[config.mk]
export PLATFORM = sky130hd
export DESIGN_NAME = bfwfc_ctrl
export DESIGN_NICKNAME = d
export VERILOG_FILES = /design/src/hdl/bfwfc_pkg.sv /design/src/hdl/bfwfc_ctrl.sv
export SDC_FILE = /design/constraint.sdc
export NUM_CORES = 1
export LEC_CHECK = 0
export ABC_AREA = 1
export BUFFER_PORTS_ARGS = -buffer_cell sky130_fd_sc_hd__buf_2
export CAP_MARGIN = 5
export CORE_UTILIZATION = 50
export DETAILED_ROUTE_END_ITERATION = 10
export HOLD_SLACK_MARGIN = 0.08
export PLACE_DENSITY_LB_ADDON = 0.2
export RECOVER_POWER = 25
export SYNTH_ARGS = -nofsm -noshare
export SYNTH_HDL_FRONTEND = slang
export SYNTH_SLANG_ARGS = --single-unit
[constraint.sdc]
create_clock -name clk -period 3.2 [get_ports clk]
set_input_delay 0.8 -clock clk [delete_from_list [all_inputs] [get_ports clk]]
set_output_delay 0.8 -clock clk [all_outputs]
set_load 0.05 [all_outputs]
[src/hdl/bfwfc_pkg.sv]
package bfwfc_pkg;

    localparam int DEPTH     = 4096;
    localparam int AW        = $clog2(DEPTH);
    localparam int MARK_W    = 12;
    localparam int FILL_W    = 12;
    localparam int BYTE_W    = 8;
    localparam int CMD_W     = 2;
    localparam int MODE_W    = 3;
    localparam int CFG_IDX_W = 2;
    localparam int CMP_W     = (AW > MARK_W) ? AW : MARK_W;

    localparam logic [AW-1:0] LAST_SLOT = AW'(DEPTH - 1);

    // result word layout, lowest bit up
    localparam int OV_BIT   = 0;
    localparam int OB_LSB   = OV_BIT + 1;
    localparam int TK_BIT   = OB_LSB + BYTE_W;
    localparam int MD_LSB   = TK_BIT + 1;
    localparam int FL_LSB   = MD_LSB + MODE_W;
    localparam int OUT_BITS = FL_LSB + FILL_W;
    localparam int OUT_W    = ((OUT_BITS + 7) / 8) * 8;

    localparam logic [CFG_IDX_W-1:0] REG_INITIAL_MARK = 2'd0;
    localparam logic [CFG_IDX_W-1:0] REG_REFILL_MARK  = 2'd1;
    localparam logic [CFG_IDX_W-1:0] REG_RESUME_MARK  = 2'd2;

    localparam logic [MARK_W-1:0] INITIAL_MARK_RST = 12'd409;
    localparam logic [MARK_W-1:0] REFILL_MARK_RST  = 12'd409;
    localparam logic [MARK_W-1:0] RESUME_MARK_RST  = 12'd4054;

    typedef enum logic [CMD_W-1:0] {
        CMD_PUSH = 2'd0,
        CMD_POP  = 2'd1,
        CMD_END  = 2'd2,
        CMD_NOP  = 2'd3
    } cmd_t;

    typedef enum logic [MODE_W-1:0] {
        MODE_INITIAL  = 3'd0,
        MODE_REFILL   = 3'd1,
        MODE_FLOWING  = 3'd2,
        MODE_FULL     = 3'd3,
        MODE_DRAINING = 3'd4,
        MODE_DONE     = 3'd5
    } mode_t;

    typedef enum logic {
        ST_IDLE,
        ST_FETCH
    } state_t;

    typedef struct packed {
        logic [MARK_W-1:0] initial_mark;
        logic [MARK_W-1:0] refill_mark;
        logic [MARK_W-1:0] resume_mark;
    } marks_t;

    typedef struct packed {
        logic              pop_ok;
        logic              push_ok;
        mode_t             mode;
        logic [FILL_W-1:0] fill;
    } step_t;

    typedef struct packed {
        logic              we;
        logic [AW-1:0]     waddr;
        logic [BYTE_W-1:0] wdata;
        logic              re;
        logic [AW-1:0]     raddr;
    } mem_req_t;

endpackage

[src/hdl/bfwfc_ctrl.sv]
module bfwfc_ctrl (
    input  logic                             clk,
    input  logic                             rst_n,
    input  logic                             go,
    input  bfwfc_pkg::cmd_t                  cmd,
    input  logic [bfwfc_pkg::BYTE_W-1:0]     data_byte,
    input  bfwfc_pkg::marks_t                marks,
    output bfwfc_pkg::step_t                 step,
    output bfwfc_pkg::mem_req_t              mem
);

    logic [bfwfc_pkg::AW-1:0] in_idx_reg;
    logic [bfwfc_pkg::AW-1:0] in_idx_next;
    logic [bfwfc_pkg::AW-1:0] out_idx_reg;
    logic [bfwfc_pkg::AW-1:0] out_idx_next;
    logic [bfwfc_pkg::AW-1:0] held_reg;
    logic [bfwfc_pkg::AW-1:0] held_next;
    bfwfc_pkg::mode_t         mode_reg;
    bfwfc_pkg::mode_t         mode_next;
    logic [bfwfc_pkg::AW-1:0] held_inc;
    logic [bfwfc_pkg::AW-1:0] held_dec;
    logic                     push_ok;
    logic                     pop_ok;

    always_ff @(posedge clk or negedge rst_n)
    begin
        if (!rst_n)
        begin
            in_idx_reg  <= '0;
            out_idx_reg <= '0;
            held_reg    <= '0;
            mode_reg    <= bfwfc_pkg::MODE_INITIAL;
        end
        else if (go)
        begin
            in_idx_reg  <= in_idx_next;
            out_idx_reg <= out_idx_next;
            held_reg    <= held_next;
            mode_reg    <= mode_next;
        end
    end

    always_comb
    begin
        mode_next    = mode_reg;
        held_next    = held_reg;
        in_idx_next  = in_idx_reg;
        out_idx_next = out_idx_reg;
        push_ok      = 1'b0;
        pop_ok       = 1'b0;
        held_inc     = held_reg + bfwfc_pkg::AW'(1);
        held_dec     = held_reg - bfwfc_pkg::AW'(1);
        case (cmd)
            bfwfc_pkg::CMD_PUSH:
            begin
                if (mode_reg == bfwfc_pkg::MODE_INITIAL || mode_reg == bfwfc_pkg::MODE_REFILL
                    || mode_reg == bfwfc_pkg::MODE_FLOWING)
                begin
                    if (held_reg >= bfwfc_pkg::LAST_SLOT)
                    begin
                        mode_next = bfwfc_pkg::MODE_FULL;
                    end
                    else
                    begin
                        push_ok     = 1'b1;
                        held_next   = held_inc;
                        in_idx_next = (in_idx_reg == bfwfc_pkg::LAST_SLOT) ? '0
                                      : in_idx_reg + bfwfc_pkg::AW'(1);
                        if (held_inc >= bfwfc_pkg::LAST_SLOT)
                        begin
                            mode_next = bfwfc_pkg::MODE_FULL;
                        end
                        else if (mode_reg == bfwfc_pkg::MODE_INITIAL
                                 && bfwfc_pkg::CMP_W'(held_inc)
                                    > bfwfc_pkg::CMP_W'(marks.initial_mark))
                        begin
                            mode_next = bfwfc_pkg::MODE_FLOWING;
                        end
                        else if (mode_reg == bfwfc_pkg::MODE_REFILL
                                 && bfwfc_pkg::CMP_W'(held_inc)
                                    > bfwfc_pkg::CMP_W'(marks.refill_mark))
                        begin
                            mode_next = bfwfc_pkg::MODE_FLOWING;
                        end
                    end
                end
            end
            bfwfc_pkg::CMD_POP:
            begin
                if (mode_reg == bfwfc_pkg::MODE_FLOWING || mode_reg == bfwfc_pkg::MODE_FULL
                    || mode_reg == bfwfc_pkg::MODE_DRAINING)
                begin
                    if (held_reg == '0)
                    begin
                        if (mode_reg == bfwfc_pkg::MODE_DRAINING)
                        begin
                            mode_next = bfwfc_pkg::MODE_DONE;
                        end
                    end
                    else
                    begin
                        pop_ok       = 1'b1;
                        held_next    = held_dec;
                        out_idx_next = (out_idx_reg == bfwfc_pkg::LAST_SLOT) ? '0
                                       : out_idx_reg + bfwfc_pkg::AW'(1);
                        if (held_dec == '0)
                        begin
                            mode_next = (mode_reg == bfwfc_pkg::MODE_DRAINING)
                                        ? bfwfc_pkg::MODE_DONE : bfwfc_pkg::MODE_REFILL;
                        end
                        else if (mode_reg == bfwfc_pkg::MODE_FULL
                                 && bfwfc_pkg::CMP_W'(held_dec)
                                    <= bfwfc_pkg::CMP_W'(marks.resume_mark))
                        begin
                            mode_next = bfwfc_pkg::MODE_FLOWING;
                        end
                    end
                end
            end
            bfwfc_pkg::CMD_END:
            begin
                if (mode_reg == bfwfc_pkg::MODE_INITIAL || mode_reg == bfwfc_pkg::MODE_REFILL
                    || mode_reg == bfwfc_pkg::MODE_FLOWING || mode_reg == bfwfc_pkg::MODE_FULL)
                begin
                    mode_next = (held_reg == '0) ? bfwfc_pkg::MODE_DONE
                                : bfwfc_pkg::MODE_DRAINING;
                end
            end
            default:
            begin
            end
        endcase
    end

    assign step.pop_ok  = pop_ok;
    assign step.push_ok = push_ok;
    assign step.mode    = mode_next;
    assign step.fill    = bfwfc_pkg::FILL_W'(held_next);

    assign mem.we    = go && push_ok;
    assign mem.waddr = in_idx_reg;
    assign mem.wdata = data_byte;
    assign mem.re    = go && pop_ok;
    assign mem.raddr = out_idx_reg;

endmodule

# Yosys cells after proc, flatten, opt, wreduce, memory -nomap -nowiden
# Cells that the tools add are included.
[word_totals]
word_cells = 66
regBits = 39
[op_classes]
add_sub_neg = 4
n_mux = 27
n_reduce_logical = 16
magnitude_cmp = 5
eq_ne = 8
bitwise = 2
[ops]
columns = ["operator", "count"]
rows = [
  ["$mux 12", 6],
  ["$add 12x1->12 const B", 3],
  ["$mux 3", 12],
  ["$eq 12x12->1 const B", 2],
  ["$ge 12x12->1 const B", 2],
  ["$gt 12x12->1", 2],
  ["$logic_not 12->1", 2],
  ["$pmux 12 s2", 1],
  ["$le 12x12->1", 1],
  ["$sub 12x1->12 const B", 1],
  ["$pmux 3 s3", 1],
  ["$reduce_and 4->1", 2],
  ["$mux 1", 7],
  ["$eq 3x2->1 const B", 2],
  ["$logic_and 1x1->1", 5],
  ["$logic_or 1x1->1", 5],
  ["$eq 3x1->1 const B", 1],
  ["$eq 3x3->1 const B", 1],
  ["$logic_not 3->1", 1],
  ["$eq 2x1->1 const B", 1],
  ["$eq 2x2->1 const B", 1],
  ["$logic_not 2->1", 1],
  ["$not 1->1", 2],
]

# Depth between registers and ports, before layout
[logic_depth]
ltp_word = 9
ltp_mapped = 25
mapped_depth_nobuf = 25

# Worst setup path before layout
# OpenSTA, ideal clock, no wires.
[synth_timing]
kind = "register -> output"
start = "reg held_reg[0] (netlist name)"
end = "out step[13] (netlist name)"
stages_incl_launch_ff = 19
slack_ps = -266
arrival_ps = 2666
cell_sequence = "dfrtp_1 nand3_1 nor2_1 nand3_1 xor2_1 ha_1 nand2_1 nor2_1 nand2_1 nor2_1 nand2_1 nand3_1 inv_1 nand2_1 nand2_1 nor2_1 nand2_1 nand2_1 nand3_1"
[synth_lines]
columns = ["item", "line_no", "source"]
rows = [
  ["from (decl)", "bfwfc_ctrl.sv:16", "logic [bfwfc_pkg::AW-1:0] held_reg;"],
  ["from (signal assigned)", "bfwfc_ctrl.sv:38", "held_reg <= held_next;"],
  ["to (decl)", "bfwfc_ctrl.sv:8", "output bfwfc_pkg::step_t step,"],
]

==> impl_metrics.json <==
{
  "fp.dieW_um": 91.3,
  "clk_latency_ns": 0.30,
  "first_global_vias": 4417,
  "p_seq_share_pct": 15.0,
  "violations": "capacitance limit, slew limit, setup timing",
  "grt.overflow.total": 0,
  "fin_worst_skew_ns": 0.0124,
  "hpwl_um": 9240,
  "n_fill_cell": 609,
  "worstHoldStart": "in_idx_reg[6]$_DFFE_PN0P_",
  "gr-usage-all-layers_pct": 29.0,
  "worst_slack_ns": -0.505,
  "synthAdderAreaFrac_pct": 13.5,
  "hold_class": "flip-flop to flip-flop",
  "max-vdd-ir-drop_uv": 564,
  "drive_gt1_share_pct": 36.9,
  "dr.pass1.iters": 5,
  "synth-compound-area-share_pct": 14.6,
  "netlist_area_mm2": 0.00399,
  "async_reset_ff_share_pct": 100,
  "gp_congestion": 0.926,
  "fin_crit_sh_pct": 116,
  "synth_top_family_by_area": "simple AND/OR/NAND/NOR gates",
  "power_mw": 5.12,
  "diodes": 0,
  "rsz0062_at_grt": "true",
  "syn_nets": 684,
  "route.detailed.drc": 0,
  "fmax_mhz": 270,
  "grt_pass1_wl_um": 19500,
  "ctsLongestPathBuffers": 2,
  "vias": 4576,
  "synth_xor_area_share_pct": 4.17,
  "cap_viol_max_count": 1,
  "synth_cell_types": 47,
  "final_nets": 839,
  "pwr-share-clk_pct": 8.4,
  "rrSetupSlack_ns": 0.42,
  "synth_edf_count": 0,
  "worstReg2RegEnd": "mode_reg[0]$_DFFE_PN0P_",
  "status": "finished, violations left",
  "slew_headroom_pct": -51.8,
  "fin_crit_ns": 3.71,
  "yosysMostFrequentCell": "nand2_1",
  "initial_utilization_pct": 51.6,
  "hold_buffers": 0,
  "hold_end": "in_idx_reg[6]$_DFFE_PN0P_",
  "die-area_mm2": 0.00834,
  "yosysWarningCount": 0,
  "path_max_fanout": 4,
  "synth_mux_area_share_pct": 0,
  "placementRows": 32,
  "p_int_mw": 2.42,
  "rr_startpoint": "held_reg[0]$_DFFE_PN0P_",
  "utilization_pct": 73.2,
  "ant_nets": 0,
  "yosysSeqAreaShare_pct": 24.5,
  "yosys.area_share.simple_pct": 29.3,
  "p_switching_mw": 2.70,
  "path_class": "flip-flop to primary output",
  "synth.area.top_cells": "dfrtp_1 24%, ha_1 13%, nand2_1 13%, inv_1 10%, nor2_1 5.2%",
  "io-pin-count": 100,
  "cp-start-kind": "flip-flop",
  "crit_required_ns": 2.40,
  "power.leakage_nw": 3.07,
  "grt_max_degree": 40,
  "combPwrFrac_pct": 76.7,
  "post-place-ws_ns": -0.340,
  "sw_frac_of_total_pct": 52.7,
  "synth_top_cell_area_share_pct": 24.5,
  "wirelength_um": 12400,
  "area_growth_pct": 41.8,
  "dominantRegCellSynth": "dfrtp_1",
  "crit_start": "held_reg[0]$_DFFE_PN0P_",
  "core_mm2": 0.00773,
  "crit_path_end_kind": "primary output",
  "clock-sinks": 39,
  "setup_viol": 2,
  "r2r_cells": 21,
  "path_clk_slew_ns": 0.09,
  "yosysTopAreaCell": "dfrtp_1",
  "root_buffer": "clkbuf_8",
  "tightestPinTransition_ns": 2.28,
  "wl_per_cell_um": 14.7,
  "synth_cells": 592,
  "hold_viol_final": 0,
  "p_per_area_mw_per_mm2": 906,
  "cts_max_level": 2,
  "syn_area_per_cell_um2": 6.74,
  "fp.dieH_um": 91.3,
  "cts_tree": "done",
  "drt-initial-drc-count": 295,
  "worst_ep_arrival_time_ns": 2.91,
  "ys_seq_elements": 39,
  "via_per_inst": 5.39,
  "antenna_found_initial": 0,
  "worstHoldPathCells": 1,
  "cts_buffers": 5,
  "synth_common_cells": "133 x nand2_1, 111 x inv_1, 55 x nor2_1",
  "finalMaxSlewViolations": 40,
  "port_buffers": 83
}
-- power by group through the flow --
stage | sequential [mW] | combinational [mW] | clock (mW)
after floorplan | 0.805 | 1.94 | 0
after global placement | 0.722 | 3.11 | 0
after CTS | 0.720 | 3.37 | 0.431
after global routing | 0.784 | 4.26 | 0.452
after detailed placement | 0.726 | 3.19 | 0
final | 0.767 | 3.93 | 0.429
-- placed cells by master, fill, tap and decap left out, drive strengths merged, types with 8 or more instances in the layout --
master / n
a21oi: 34
buf: 162
clkbuf: 9
dfrtp: 39
ha: 43
inv: 117
nand2: 136
nand3: 35
nand4: 8
nor2: 62
nor3: 9
o21ai: 40
o221ai: 11
xor2: 16
-- worst max path at each step --
stage | endpoint | slack [ns] | cells after the start
floorplan | step[12] | 0.006 | 17
global placement | step[12] | -0.30 | 22
detailed placement | step[13] | -0.34 | 20
CTS | step[13] | -0.49 | 20
global route | step[12] | -0.71 | 21
finish | step[12] | -0.51 | 19
-- stage by stage --
stage	hold WS (ns)	TNS, ns	instances	cell area [um^2]
2_1_floorplan	0.504	0	592	4020
3_3_place_gp	0.490	-0.587	829	4990
3_5_place_dp	0.490	-0.655	829	4990
4_1_cts	0.506	-0.976	841	5250
5_1_grt	0.517	-1.50	849	5650
6_report	0.511	-0.975	849	5650
-- kinds of logic (layout without fill, tap and decap cells) --
group           after synthesis  in the layout
buf+inv                     135            290
xor+xnor                     19             19
simple gates                258            258
flops                        39             39
compound gates               98             98
fa+ha+maj                    43             43
-- critical path, cell delays in order, from the launching register on --
cell,delay (ns)
dfrtp_2,0.47
inv_2,0.12
ha_4,0.16
nand2_4,0.07
buf_4,0.15
xor2_2,0.20
inv_1,0.08
ha_1,0.28
nand4_1,0.15
nor2_4,0.15
nand4_1,0.10
nand2_1,0.07
nand2_1,0.05
nand2_1,0.06
nand3_1,0.06
nand2_1,0.07
nand2_1,0.06
nand2_2,0.09
nand3_4,0.07
buf_8,0.16
-- metal layers --
layer / up-vias / track usage [%] / share of wire (%) / routed length [um]
li1: 2208 / - / - / -
met4: 0 / 10.8 / 3.8 / 468
met3: 51 / 4.19 / 6.0 / 751
met5: - / 0 / 0 / 0
met1: 2148 / 33.3 / 39 / 4910
met2: 169 / 54.0 / 51 / 6310
-- final cells by class --
cell class	count	area (um^2)	share of cell area, %
timing repair inverter	1	6.26	0.111
multi-input combinational	418	2860	50.6
clock buffer	5	68.8	1.22
tap	102	128	2.26
clock inverter	2	37.5	0.664
timing repair buffer	166	1120	19.8
inverter	116	445	7.88
sequential	39	987	17.5
-- repair_timing --
item                       4_1_cts  5_1_grt
pin swaps                       16       34
setup endpoints to repair        9       16
buffers inserted                 5        7
cloned                           0        1
gates resized for setup         33       91
Note: power is estimated with default switching activity, not from simulation.
